==> config.mk <==
export PLATFORM = sky130hd
export DESIGN_NAME = stream_find_replace
export DESIGN_NICKNAME = d
export VERILOG_FILES = /design/src/sfr_pkg.sv /design/src/sfr_config.sv /design/src/sfr_match.sv /design/src/sfr_emit.sv /design/src/stream_find_replace.sv
export VERILOG_INCLUDE_DIRS = /design/src /design/src/src
export SDC_FILE = /design/constraint.sdc
export NUM_CORES = 1
export LEC_CHECK = 0
export ABC_AREA = 1
export BUFFER_PORTS_ARGS = -buffer_cell sky130_fd_sc_hd__buf_2
export CAP_MARGIN = 15
export CORE_AREA = 2 2 212 298
export DETAILED_ROUTE_END_ITERATION = 8
export DIE_AREA = 0 0 214 300
export GPL_ROUTABILITY_DRIVEN = 0
export GPL_TIMING_DRIVEN = 0
export PLACE_DENSITY = 0.45
export SYNTH_ARGS = -nofsm -noshare
export SYNTH_HDL_FRONTEND = slang
export SYNTH_SLANG_ARGS = --single-unit
==> constraint.sdc <==
create_clock -name clk -period 9.98 [get_ports clk]
set_input_delay 0.998 -clock clk [delete_from_list [all_inputs] [get_ports clk]]
set_output_delay 0.998 -clock clk [all_outputs]
set_load 0.01 [all_outputs]
==> src/stream_find_replace_macros.svh <==
// Assertion macros shared by the find-and-replace RTL.
`ifndef STREAM_FIND_REPLACE_MACROS_SVH
`define STREAM_FIND_REPLACE_MACROS_SVH
`ifndef SYNTH
// Condition that must hold at every clock edge outside reset.
`define SFR_ASSERT(label, cond) \
  label: assert property (@(posedge clk) disable iff (rst) (cond)) \
    else $error("stream_find_replace assertion failed");
// Condition that must hold in the cycle after the trigger.
`define SFR_ASSERT_NEXT(label, trig, cond) \
  label: assert property (@(posedge clk) disable iff (rst) (trig) |=> (cond)) \
    else $error("stream_find_replace assertion failed");
`else
`define SFR_ASSERT(label, cond)
`define SFR_ASSERT_NEXT(label, trig, cond)
`endif
`endif

==> src/sfr_pkg.sv <==
// Types and constants shared by the find-and-replace modules.
`timescale 1ns / 1ps
package sfr_pkg;

  localparam int unsigned MAX_PATTERN = 8;
  localparam int unsigned MAX_REPLACE = 8;
  localparam int unsigned LEN_W       = 4;
  localparam int unsigned BYTE_W      = 8;
  localparam int unsigned CFG_DATA_W  = 64;
  localparam int unsigned IDX_W       = 3;

  // Configuration register indexes
  localparam logic [1:0] REG_PATTERN_BYTES      = 2'd0;
  localparam logic [1:0] REG_PATTERN_LENGTH     = 2'd1;
  localparam logic [1:0] REG_REPLACEMENT_BYTES  = 2'd2;
  localparam logic [1:0] REG_REPLACEMENT_LENGTH = 2'd3;

  typedef logic [BYTE_W-1:0] byte_t;

  // Active configuration, lengths already clamped to 1..max
  typedef struct packed {
    logic [MAX_PATTERN-1:0][BYTE_W-1:0] pat;
    logic [LEN_W-1:0]                   plen;
    logic [MAX_REPLACE-1:0][BYTE_W-1:0] rep;
    logic [LEN_W-1:0]                   rlen;
  } cfg_t;

  // One run of result bytes caused by a single input byte
  typedef struct packed {
    logic [MAX_PATTERN-1:0][BYTE_W-1:0] bytes;
    logic [LEN_W-1:0]                   count;
    logic                               eof;
  } run_t;

  // Clamp a raw length to 1..max
  function automatic logic [LEN_W-1:0] clamp_len(input logic [LEN_W-1:0] raw,
                                                 input logic [LEN_W-1:0] max_len);
    logic [LEN_W-1:0] res;
    if (raw == '0) begin
      res = LEN_W'(1);
    end else if (raw > max_len) begin
      res = max_len;
    end else begin
      res = raw;
    end
    return res;
  endfunction

endpackage

==> src/sfr_config.sv <==
// Configuration registers for pattern and replacement.
`timescale 1ns / 1ps
module sfr_config (
  input  logic                          clk,
  input  logic                          rst,
  input  logic                          cfg_we,
  input  logic [1:0]                    cfg_index,
  input  logic [sfr_pkg::CFG_DATA_W-1:0] cfg_data,
  output sfr_pkg::cfg_t                 cfg,
  output logic                          pattern_clear
);

  logic [sfr_pkg::CFG_DATA_W-1:0] pattern_bytes;
  logic [sfr_pkg::LEN_W-1:0]      pattern_length;
  logic [sfr_pkg::CFG_DATA_W-1:0] replacement_bytes;
  logic [sfr_pkg::LEN_W-1:0]      replacement_length;

  // Register writes
  always_ff @(posedge clk) begin
    if (rst) begin
      pattern_bytes      <= '0;
      pattern_length     <= sfr_pkg::LEN_W'(1);
      replacement_bytes  <= '0;
      replacement_length <= sfr_pkg::LEN_W'(1);
    end else if (cfg_we) begin
      case (cfg_index)
        sfr_pkg::REG_PATTERN_BYTES:      pattern_bytes      <= cfg_data;
        sfr_pkg::REG_PATTERN_LENGTH:     pattern_length     <= cfg_data[sfr_pkg::LEN_W-1:0];
        sfr_pkg::REG_REPLACEMENT_BYTES:  replacement_bytes  <= cfg_data;
        sfr_pkg::REG_REPLACEMENT_LENGTH: replacement_length <= cfg_data[sfr_pkg::LEN_W-1:0];
        default: ;
      endcase
    end
  end

  // Any pattern write drops the held prefix
  assign pattern_clear = cfg_we && ((cfg_index == sfr_pkg::REG_PATTERN_BYTES) ||
                                    (cfg_index == sfr_pkg::REG_PATTERN_LENGTH));

  assign cfg.pat  = pattern_bytes;
  assign cfg.plen = sfr_pkg::clamp_len(pattern_length, sfr_pkg::LEN_W'(sfr_pkg::MAX_PATTERN));
  assign cfg.rep  = replacement_bytes;
  assign cfg.rlen = sfr_pkg::clamp_len(replacement_length,
                                       sfr_pkg::LEN_W'(sfr_pkg::MAX_REPLACE));

endmodule

==> src/sfr_match.sv <==
// Input register, prefix matcher and matched-count state.
`timescale 1ns / 1ps
`include "stream_find_replace_macros.svh"
module sfr_match (
  input  logic                  clk,
  input  logic                  rst,
  input  logic                  s_tvalid,
  output logic                  s_tready,
  input  logic [7:0]            s_tdata,  // [7:0] in_byte
  input  logic                  s_tlast,  // end_of_file
  input  sfr_pkg::cfg_t         cfg,
  input  logic                  pattern_clear,
  input  logic                  can_load,
  output logic                  load,
  output sfr_pkg::run_t         run
);

  localparam int unsigned NP = sfr_pkg::MAX_PATTERN;
  localparam int unsigned LW = sfr_pkg::LEN_W;

  logic                  in_valid;
  sfr_pkg::byte_t        in_byte;
  logic                  in_eof;
  logic [LW-1:0]         mc;
  logic [LW-1:0]         mc_next;
  logic [LW-1:0]         held;
  logic [LW-1:0]         n;
  logic [LW-1:0]         drop;
  logic [LW-1:0]         rem;
  logic                  full;
  logic                  advance;
  logic [NP-1:0]         cand;
  logic [NP-1:0][NP-1:0] term;
  logic [NP-1:0][7:0]    buf_bytes;

  // Held bytes are a pattern prefix; stale counts restart at zero
  assign held = (mc >= cfg.plen) ? '0 : mc;
  assign n    = held + LW'(1);

  // Drop candidate d: held pattern bytes from d on, then the new byte,
  // must spell a pattern prefix no longer than the pattern
  for (genvar d = 0; d < NP; d++) begin : g_drop
    for (genvar i = 0; i < NP; i++) begin : g_pos
      if (d + i < NP) begin : g_in
        assign term[d][i] = (LW'(d + i) < held)  ? (cfg.pat[d + i] == cfg.pat[i]) :
                            (LW'(d + i) == held) ? (in_byte == cfg.pat[i]) : 1'b1;
      end else begin : g_out
        assign term[d][i] = 1'b1;
      end
    end
    assign cand[d] = (LW'(d) <= held) && ((n - LW'(d)) <= cfg.plen) && (&term[d]);
  end

  // Fewest dropped bytes wins; none fits means everything drops
  always_comb begin
    drop = n;
    for (int d = NP - 1; d >= 0; d--) begin
      if (cand[d]) begin
        drop = LW'(d);
      end
    end
  end

  assign rem  = n - drop;
  assign full = (rem == cfg.plen);

  // Held bytes followed by the new byte
  for (genvar j = 0; j < NP; j++) begin : g_buf
    assign buf_bytes[j] = (LW'(j) < held) ? cfg.pat[j] : in_byte;
  end

  // Result run: replacement on a full match, else dropped bytes (all on eof)
  always_comb begin
    if (full) begin
      run.bytes = cfg.rep;
      run.count = cfg.rlen;
    end else begin
      run.bytes = buf_bytes;
      run.count = in_eof ? n : drop;
    end
    run.eof = in_eof;
    mc_next = (full || in_eof) ? '0 : rem;
  end

  // Handshake: an item with no result never waits on the emitter
  assign advance  = in_valid && ((run.count == '0) || can_load);
  assign load     = advance && (run.count != '0);
  assign s_tready = !in_valid || advance;

  // Input register
  always_ff @(posedge clk) begin
    if (rst) begin
      in_valid <= 1'b0;
    end else if (s_tready) begin
      in_valid <= s_tvalid;
    end
  end

  always_ff @(posedge clk) begin
    if (s_tready && s_tvalid) begin
      in_byte <= s_tdata;
      in_eof  <= s_tlast;
    end
  end

  // Matched count
  always_ff @(posedge clk) begin
    if (rst) begin
      mc <= '0;
    end else if (pattern_clear) begin
      mc <= '0;
    end else if (advance) begin
      mc <= mc_next;
    end
  end

  `SFR_ASSERT(a_mc_below_len, mc < cfg.plen)
  `SFR_ASSERT_NEXT(a_eof_clears, advance && in_eof, mc == '0)

endmodule

==> src/sfr_emit.sv <==
// Result register that plays out one run of bytes, one per cycle while the receiver is ready.
`timescale 1ns / 1ps
`include "stream_find_replace_macros.svh"
module sfr_emit (
  input  logic          clk,
  input  logic          rst,
  input  logic          load,
  input  sfr_pkg::run_t run,
  output logic          can_load,
  output logic          m_tvalid,
  input  logic          m_tready,
  output logic [7:0]    m_tdata,  // [7:0] out_byte
  output logic          m_tlast,  // last_of_run
  output logic          m_tuser   // end_of_output
);

  localparam int unsigned LW = sfr_pkg::LEN_W;
  localparam int unsigned IW = sfr_pkg::IDX_W;

  logic                                       run_valid;
  logic [sfr_pkg::MAX_PATTERN-1:0][7:0]       run_bytes;
  logic [LW-1:0]                              run_count;
  logic                                       run_eof;
  logic [IW-1:0]                              idx;
  logic                                       last;

  assign last     = ({1'b0, idx} == (run_count - LW'(1)));
  assign can_load = !run_valid || (m_tready && last);

  // Run state and byte pointer
  always_ff @(posedge clk) begin
    if (rst) begin
      run_valid <= 1'b0;
      idx       <= '0;
    end else if (load) begin
      run_valid <= 1'b1;
      idx       <= '0;
    end else if (run_valid && m_tready) begin
      if (last) begin
        run_valid <= 1'b0;
      end else begin
        idx <= idx + IW'(1);
      end
    end
  end

  // Run payload
  always_ff @(posedge clk) begin
    if (load) begin
      run_bytes <= run.bytes;
      run_count <= run.count;
      run_eof   <= run.eof;
    end
  end

  assign m_tvalid = run_valid;
  assign m_tdata  = run_bytes[idx];
  assign m_tlast  = last;
  assign m_tuser  = last && run_eof;

  `SFR_ASSERT(a_idx_in_run, !run_valid || ({1'b0, idx} < run_count))
  `SFR_ASSERT(a_load_when_free, !load || can_load)

endmodule

==> src/stream_find_replace.sv <==
// Top level of the streaming find-and-replace block.
`timescale 1ns / 1ps
// Streaming find-and-replace. Bytes enter on the s_ stream (tdata = in_byte,
// tlast = end_of_file) and the rewritten text leaves on the m_ stream
// (tdata = out_byte, tlast = last byte caused by one input byte, tuser = very
// last byte of the text). Each leftmost, non-overlapping occurrence of the
// pattern is replaced; partial matches are held and flushed at end of file.
// Pattern, replacement and their lengths (1..8) are written through the
// cfg_we / cfg_index / cfg_data port while the stream is idle; a pattern
// write drops any held partial match.
// A byte taken into the input register moves on into the result register once
// that register is free, and its first result then appears on the m_ stream.
// The block takes one input byte per cycle while the result register is free;
// a byte with result bytes (0 to 8) holds the output until all of them are
// out, since the result register plays out one byte per cycle while the
// receiver is ready. Bytes with no result pass freely.
// Reset (rst, synchronous) empties both registers, clears the match count and
// restores pattern and replacement to one zero byte each. When the receiver
// stalls, the result register holds its byte and the input side stops once
// the input register is also full.
module stream_find_replace (
  input  logic                           clk,
  input  logic                           rst,
  input  logic                           s_tvalid,
  output logic                           s_tready,
  input  logic [7:0]                     s_tdata,  // [7:0] in_byte
  input  logic                           s_tlast,  // end_of_file
  output logic                           m_tvalid,
  input  logic                           m_tready,
  output logic [7:0]                     m_tdata,  // [7:0] out_byte
  output logic                           m_tlast,  // last_of_run
  output logic                           m_tuser,  // end_of_output
  input  logic                           cfg_we,
  input  logic [1:0]                     cfg_index,
  input  logic [sfr_pkg::CFG_DATA_W-1:0] cfg_data
);

  sfr_pkg::cfg_t cfg;
  sfr_pkg::run_t run;
  logic          pattern_clear;
  logic          can_load;
  logic          load;

  sfr_config u_config (
    .clk           (clk),
    .rst           (rst),
    .cfg_we        (cfg_we),
    .cfg_index     (cfg_index),
    .cfg_data      (cfg_data),
    .cfg           (cfg),
    .pattern_clear (pattern_clear)
  );

  sfr_match u_match (
    .clk           (clk),
    .rst           (rst),
    .s_tvalid      (s_tvalid),
    .s_tready      (s_tready),
    .s_tdata       (s_tdata),
    .s_tlast       (s_tlast),
    .cfg           (cfg),
    .pattern_clear (pattern_clear),
    .can_load      (can_load),
    .load          (load),
    .run           (run)
  );

  sfr_emit u_emit (
    .clk      (clk),
    .rst      (rst),
    .load     (load),
    .run      (run),
    .can_load (can_load),
    .m_tvalid (m_tvalid),
    .m_tready (m_tready),
    .m_tdata  (m_tdata),
    .m_tlast  (m_tlast),
    .m_tuser  (m_tuser)
  );

endmodule

# After elaboration in Yosys (flattened, before gate mapping)
# Index checks and enable logic that the tools add are counted.
[totals] regBits=223 out_inout_bits=12 wordCells=262
[op_classes] n_addsub=11 magnitude_cmp=28 n_eq_ne=48 n_mux=101 bitwise_logic=1 reduce_logical=53
[op_table] op="== test 8 bit" count=36
[op_table] op="two-way mux 1 bit" count=75
[op_table] op="two-way mux 8 bit" count=9
[op_table] op="two-way mux 68 bit" count=1
[op_table] op="two-way mux 4 bit" count=15
[op_table] op="less-or-equal comparator 4 bit" count=8
[op_table] op="binary-select mux 8 bit (select 3 bit)" count=1
[op_table] op="logical AND 1 bit" count=23
[op_table] op="== test 3 x 4 -> 1 bit, first input constant" count=4
[op_table] op="less-or-equal comparator 3 x 4 -> 1 bit, first input constant" count=4
[op_table] op="logical NOT 4 bit" count=4
[op_table] op="less-than comparator 3 x 4 -> 1 bit, first input constant" count=4
[op_table] op="subtractor 4 x 3 -> 4 bit, second input constant" count=4
[op_table] op="AND reduction 2 bit" count=7
[op_table] op="== test 2 x 4 -> 1 bit, first input constant" count=2
[op_table] op="> comparator 4 bit, second input constant" count=2
[op_table] op="less-or-equal comparator 1 x 4 -> 1 bit, first input constant" count=2
[op_table] op="less-or-equal comparator 2 x 4 -> 1 bit, first input constant" count=2
[op_table] op="less-than comparator 1 x 4 -> 1 bit, first input constant" count=2
[op_table] op="less-than comparator 2 x 4 -> 1 bit, first input constant" count=2
[op_table] op="AND reduction 8 bit" count=1
[op_table] op="subtractor 4 x 1 -> 4 bit, second input constant" count=2
[op_table] op="subtractor 4 x 2 -> 4 bit, second input constant" count=2
[op_table] op="AND reduction 7 bit" count=1
[op_table] op="other kinds (21)" count=29

# Longest topological paths before layout
# Gate-level depths: netlist of the first run.
[logic_depth] word_depth=27 ltp_mapped=50 mapped_depth_nobuf=50

# Hierarchy
# Synthesis of the first run repeated with hierarchy kept, for this count alone.
[hier_totals] cells_unflattened=2647 hier_area_um2=17042.6
[modules_own_cells] mod="sfr_match" instances=1 cells_per_inst=1519 area_each_um2=8190.4 seq_area_each_um2=370.4
[modules_own_cells] mod="sfr_config" instances=1 cells_per_inst=891 area_each_um2=5864.4 seq_area_each_um2=2722.6
[modules_own_cells] mod="sfr_emit" instances=1 cells_per_inst=237 area_each_um2=2987.9 seq_area_each_um2=2152.1

# Least setup slack after synthesis of the first run
# No wires, ideal clock.
[synth_timing] path_kind="reg-to-reg" startpoint="register u_config.pattern_length[3] (netlist bit)" endpoint="register u_emit.run_bytes[0] (netlist bit) (enable)" t_arrival_ns=7.622 required_ns=9.557 setup_slack_ns=1.935 path_stages_with_launch=40 path_buffers=0 cell_sequence="dfxtp_1 inv_2 nand2_1 ha_1 nand2_1 clkinv_1 nand2_1 nand3_2 nor2_1 ha_1 nand4_1 nand2_1 inv_1 ha_1 xnor2_1 ha_1 nand2_1 nor3_1 [4 not listed] inv_1 nand2_1 nand2_1 nand2_1 nand2_1 nand2_1 a21boi_0 ha_1 fa_1 xor2_1 xor2_1 a2111oi_1 nand4_1 nand2_1 nor2_1 nand2_1 nand3_1 inv_1"
[synth_lines] item="start, declared" line_no="sfr_config.sv:14" rtl="logic [sfr_pkg::LEN_W-1:0] pattern_length;"
[synth_lines] item="start signal, assigned" line_no="sfr_config.sv:22" rtl="pattern_length <= sfr_pkg::LEN_W'(1);"
[synth_lines] item="start signal, assigned" line_no="sfr_config.sv:28" rtl="sfr_pkg::REG_PATTERN_LENGTH: pattern_length <= cfg_data[sfr_pkg::LEN_W-1:0];"
[synth_lines] item="end signal, assigned" line_no="sfr_emit.sv:50" rtl="run_bytes <= run.bytes;"
[synth_lines] item="end, declared" line_no="sfr_emit.sv:21" rtl="logic [sfr_pkg::MAX_PATTERN-1:0][7:0] run_bytes;"

==> results of run 1 <==
## synthesized netlist by cell type (2+ instances only)
| library cell | count | area [sq um] |
|---|---|---|
| edfxtp_1 | 78 | 2340 |
| nor2_4 | 2 | 22.5 |
| clkbuf_1 | 70 | 263 |
| buf_2 | 79 | 395 |
| nand3_1 | 56 | 280 |
| xnor2_1 | 76 | 666 |
| xor2_1 | 84 | 736 |
| nand3_2 | 4 | 40.0 |
| nand4_1 | 75 | 469 |
| buf_1 | 7 | 26.3 |
| nor2_2 | 4 | 25.0 |
| nand2_1 | 609 | 2290 |
| nand2_4 | 2 | 22.5 |
| inv_1 | 122 | 458 |
| ha_1 | 39 | 488 |
| o211ai_1 | 2 | 15.0 |
| nor3_1 | 17 | 85.1 |
| inv_2 | 6 | 22.5 |
| buf_4 | 2 | 15.0 |
| o21ai_0 | 206 | 1030 |
| a21oi_1 | 114 | 571 |
| a31oi_1 | 60 | 375 |
| o21bai_1 | 5 | 37.5 |
| a22oi_1 | 2 | 15.0 |
| clkinv_1 | 8 | 30.0 |
| dfxtp_1 | 145 | 2900 |
| nor2_1 | 367 | 1380 |
| o22ai_1 | 9 | 56.3 |
| nand2_2 | 5 | 31.3 |
## flip-flops by register name, indices dropped and copies added (netlist names)
name,flops
u_config.pattern_bytes,64
u_config.pattern_length,4
u_config.replacement_bytes,64
u_config.replacement_length,4
u_emit.idx,3
u_emit.m_tvalid,1
u_emit.run_bytes,64
u_emit.run_count,4
u_emit.run_eof,1
u_match.in_byte,8
u_match.in_eof,1
u_match.in_valid,1
u_match.mc,4
## placed cells by master, fill, tap and decap left out, types with 3 or more instances in the layout
| master | netlist | layout |
|---|---|---|
| dfxtp_1 | 145 | 145 |
| clkinv_2 | 0 | 4 |
| ha_1 | 39 | 39 |
| o21bai_1 | 5 | 5 |
| clkinv_1 | 8 | 11 |
| clkbuf_16 | 0 | 24 |
| bufinv_16 | 0 | 4 |
| inv_2 | 6 | 7 |
| buf_1 | 7 | 7 |
| edfxtp_1 | 78 | 78 |
| clkinvlp_4 | 0 | 3 |
| o21ai_0 | 206 | 206 |
| a31oi_1 | 60 | 60 |
| o22ai_1 | 9 | 9 |
| inv_1 | 122 | 121 |
| xnor2_1 | 76 | 76 |
| nor2_1 | 367 | 367 |
| nand4_1 | 75 | 75 |
| clkbuf_1 | 70 | 72 |
| nand3_2 | 4 | 4 |
| nor3_1 | 17 | 17 |
| nor2_2 | 4 | 4 |
| nand2_1 | 609 | 608 |
| nand3_1 | 56 | 56 |
| buf_2 | 79 | 170 |
| nand2_2 | 5 | 6 |
| xor2_1 | 84 | 84 |
| a21oi_1 | 114 | 114 |
## timing repair
action	in CTS	in global routing
setup buffers	0	0
endpoints found under the setup margin	1	1
gates resized for setup	1	2
## through the flow
step / setup WS (ns) / instances / total power, mW
after floorplan: 1.93 / 2272 / 2.07
after global placement: -0.422 / 3188 / 2.60
after detailed placement: 0.471 / 3189 / 2.61
after CTS: 0.272 / 3233 / 3.60
after global routing: 0.0767 / 3233 / 3.80
final: 0.855 / 3233 / 3.61
## cells by family after synthesis
group | Yosys count | share of synthesized area [%]
simple gates | 1149 | 30.9
buf+inv | 294 | 7.93
compound gates | 406 | 14.2
flops | 223 | 34.4
xor+xnor | 160 | 9.19
fa+ha+maj | 40 | 3.33
## final cells by class
type                       count  share of cell area [%]
multi-input combinational   1755                    50.0
sequential                   223                    29.7
tap                          825                    5.85
buffer                       158                    3.97
clock buffer                  26                    3.45
inverter                     136                    2.90
timing repair buffer          92                    2.70
clock inverter                18                    1.36
## worst max-delay path: cells and delay by family (launching register included)
family	cells	cell delay, ns
DFF	1	0.34
xor gates and xnor gates	3	0.54
buffers and inverters	5	0.95
adders and majority gates	6	1.80
AOI/OAI and AO/OA	4	1.21
and+or+nand+nor	22	2.71
## per-layer routing
layer	vias up	global-route usage, %
li1	7649	-
met1	7633	25.5
met2	716	38.9
met3	235	2.74
met4	4	15.1
met5	-	0
## worst paths after layout
kind	start	end	depth (start not counted)
max	u_config.pattern_length[3]	s_tready	40
min	u_config.pattern_length[0]	u_config.pattern_length[0]	2
max reg2reg	u_config.pattern_length[3]	u_emit.run_bytes[52]	40
min reg2reg	u_config.pattern_length[0]	u_config.pattern_length[0]	2
## power breakdown
part | switching, mW | internal, mW | total (mW)
Sequential | 0.0392 | 1.14 | 1.18
Clock | 0.431 | 0.555 | 0.986
Combinational | 1.03 | 0.417 | 1.45
Total | 1.50 | 2.11 | 3.61
==> impl_metrics.toml, run 1 <==
[finish]
multiInputGateArea_sq_mm = 0.00882
nets = 2510
layout-drive-gt1-share_pct = 10.0
utilization_pct = 28.7
final-seq-area_sq_mm = 0.00525
postLayoutCellArea_sq_mm = 0.0176
antenna_cells = 0
syn2layout_area_growth_pct = 15.6
fillers = 6758

[global_route]
grt_pass1_wl_um = 106000
grt_pass1_vias = 15800
grt_max_degree = 47
gr-total-overflow = 0
globalRouteTotalUtil_pct = 22.3
antenna_found_initial = 4

[yosys]
seq_area_frac_synth_pct = 34.4
ys.flop_type = "dfxtp_1"
syn-mean-instance-area_sq_um = 6.71
netlist_instances = 2272
async_reset_ff_share_pct = 0
syn_area_sq_mm = 0.0153
synth_cell_type_count = 46
synth_nets = 2392
yosys_register_bits = 223
synth_edf_count = 78
yosysWarnings = 0

[clock_network]
cts_tree = "yes"
cts_max_path_buffers = 3
cts.clk_slew.worst_paths_ns = 0.07
root_buffer = "clkbuf_16"
h-tree-depth = 1
holdBufCountCts = 0
clock_latency_ns = 0.57
cts_made_buffers = 24
cts_sinks = 223

[route]
drtIter0Drc = 1399
drtAntennaViolNets = 0
detail_route.wl_per_cell_um = 22.8
routed_via_density = 5.02
topRoutingLayerUsed = "met5"
drt_wl_total_um = 73600
met2_length_um = 35000
num_vias = 16200
drc = 0
drtPass1Iterations = 6
wirelength_met1_um = 28200
wl_met3_um = 4710

[die]
dieArea_sq_mm = 0.0642
fp.dieW_um = 214
die_y_um = 300
core_area_sq_mm = 0.0615
core.rowCount = 108
io_pins = 92
start_util_pct = 24.8

[sta]
fmax_mhz = 110
fin_tns_setup_ns = 0
setup_viol = 0
skew_ns = 0.0126
period_minus_slack_ns = 9.12
hold_slack_ns = 0.460
slew_violations = 0
grt_setup_unrepaired = "false"
post-route-period-util_pct = 91.4
worst-slew-pin-transition_ns = 1.27
slew_headroom_pct = 15.3
hold_violations = 0

[setup_path]
slowest_stage = "a2111oi_4"
critPathMostFrequentCell = "nand2_1"
crit_path_start_kind = "register"
worst-endpoint-required_ns = 8.98
r2r_setup_slack_ns = 1.58
cp_slowest_stage_delay_ns = 0.50
critPathKind = "register to primary output"
critPathMaxFanout = 15
end_kind = "primary output"
crit_arrival_ns = 8.13

[power_and_ir_drop]
ir_worst_vdd_uv = 120
power.density_mw_per_mm2 = 205
leakagePower_nw = 7.79

[worst_hold_path]
min_path_type = "register to register"

[outcome]
status = "finished clean"

[place]
post_dp_cell_area_sq_mm = 0.0168
port_buffers = 91
dp_hpwl_um = 57300

[run]
max-cap-violations = 0
Note: power is estimated with default switching activity, not from simulation.
==> inputs of run 2 (changes only) <==
--- a/config.mk
+++ b/config.mk
@@ -7,7 +7,7 @@
 export NUM_CORES = 1
 export LEC_CHECK = 0
 export ABC_AREA = 1
-export BUFFER_PORTS_ARGS = -buffer_cell sky130_fd_sc_hd__buf_2
+export BUFFER_PORTS_ARGS = -buffer_cell sky130_fd_sc_hd__clkbuf_2
 export CAP_MARGIN = 15
 export CORE_AREA = 2 2 212 298
 export DETAILED_ROUTE_END_ITERATION = 8
==> run 2 against run 1 <==
Effect of this change:
- critical path depth unchanged
- highest routed layer unchanged
- largest power group unchanged
- via count increased by 0.20%
- final cell count about the same
- clock skew increased by 0.014 ns
- design area down 0.24%
==> impl_metrics.toml, run 2 (same netlist as run 1, synthesis figures left out) <==
[setup_path]
crit_arrival_ns = 8.13
critPathKind = "register to primary output"
critPathMostFrequentCell = "nand2_1"
crit_path_start_kind = "register"
slowest_stage = "a2111oi_4"
critPathMaxFanout = 15
r2r_setup_slack_ns = 1.61
cp_slowest_stage_delay_ns = 0.49
worst-endpoint-required_ns = 8.98
end_kind = "primary output"

[finish]
nets = 2510
syn2layout_area_growth_pct = 15.3
top_regs = "u_config.pattern_bytes x64, u_config.replacement_bytes x64, u_emit.run_bytes x64"
layout-drive-gt1-share_pct = 9.88
layout_commonest_cell = "nand2_1"
utilization_pct = 28.6
final_cell_mix = "nand2_1, nor2_1, o21ai_0"

[clock_network]
cts_max_path_buffers = 3
clock_latency_ns = 0.58
cts.clk_slew.worst_paths_ns = 0.07
cts_sinks = 223
cts_made_buffers = 24
root_buffer = "clkbuf_16"
h-tree-depth = 1
cts_tree = "yes"

[sta]
setup_viol = 0
layout_setup_ws_ns = 0.853
worst-slew-pin-transition_ns = 1.18
skew_ns = 0.0267
grt_setup_unrepaired = "false"
hold_violations = 0
post-route-period-util_pct = 91.5
period_minus_slack_ns = 9.13
slew_headroom_pct = 21.6
slew_violations = 0
fin_tns_setup_ns = 0
fmax_mhz = 110
hold_slack_ns = 0.472

[global_route]
antenna_found_initial = 3
grt_pass1_wl_um = 106000
globalRouteTotalUtil_pct = 22.3
gr-total-overflow = 0
grt_pass1_vias = 15500
grt_max_degree = 47

[route]
drtAntennaViolNets = 0
drt_wl_total_um = 73800
drtIter0Drc = 1608
detail_route.wl_per_cell_um = 22.8
drc = 0
drtPass1Iterations = 7
routed_via_density = 5.03
num_vias = 16300

[outcome]
status = "finished clean"

[place]
pre_cts_slack_ns = 0.504
port_buffers = 91
dp_hpwl_um = 57200

[die]
core.rowCount = 108
io_pins = 92
fp.dieW_um = 214
die_y_um = 300
core_area_sq_mm = 0.0615
start_util_pct = 24.8
dieArea_sq_mm = 0.0642

[run]
max-cap-violations = 0

[worst_hold_path]
min_path_type = "register to register"

[power_and_ir_drop]
power.density_mw_per_mm2 = 204
ir_worst_vdd_uv = 120
leakagePower_nw = 7.80
==> run 2: changes by cell type in the layout (fill, tap and decap cells not counted), moves of 2 or more <==
cell,before,now
buf_2,170,79
clkbuf_1,72,76
clkbuf_2,0,91
clkinvlp_4,3,1
==> run 2: routing by layer <==
layer,vias up,GRT usage [%],wire [um]
met4,2,14.5,5410
met1,7670,25.5,28200
met2,718,38.9,35400
met5,-,0,13
met3,223,3.18,4730
li1,7656,-,-
==> run 2: path summary, 6_finish.rpt <==
| check | from | endpoint | cells after the start |
|---|---|---|---|
| max | u_config.pattern_length[3] | s_tready | 40 |
| min | u_config.pattern_length[0] | u_config.pattern_length[0] | 2 |
| max reg2reg | u_config.pattern_length[3] | u_emit.run_bytes[27] | 40 |
| min reg2reg | u_config.pattern_length[0] | u_config.pattern_length[0] | 2 |
==> run 2: stage by stage <==
stage	instances	area [sq um]	total power, mW
after global routing	3233	17600	3.77
final	3234	17600	3.59
after CTS	3233	17600	3.57
after global placement	3188	16700	2.60
after floorplan	2272	15300	2.07
after detailed placement	3189	16800	2.61
==> run 2: report_power, final <==
group	switching, mW	leakage [nW]	internal, mW
Combinational	1.04	5.49	0.416
Sequential	0.0391	1.91	1.14
Clock	0.424	0.390	0.528
==> run 2: cell type report <==
class,count,area [sq um]
Fill cell,6779,43900
Multi-Input combinational cell,1755,8820
Sequential cell,223,5250
Tap cell,825,1030
Buffer,158,699
Clock buffer,30,623
Inverter,136,510
Timing Repair Buffer,92,475
Clock inverter,14,180
Antenna cell,1,2.50
==> run 2: what timing repair did <==
action                                  CTS  global route
gates cloned                              0             0
hold buffers                              0             0
gates resized for setup                   1             2
buffers inserted                          0             0
endpoints found under the setup margin    1             1
==> run 2: critical path, delay by kind of cell, from the launching register on <==
family | cells | cell delay, ns
AO/OA/AOI/OAI | 4 | 1.21
XOR/XNOR | 3 | 0.54
adder cells (fa/ha/maj) | 6 | 1.79
buffers and inverters | 5 | 0.93
flip-flops | 1 | 0.33
AND/OR/NAND/NOR | 22 | 2.73
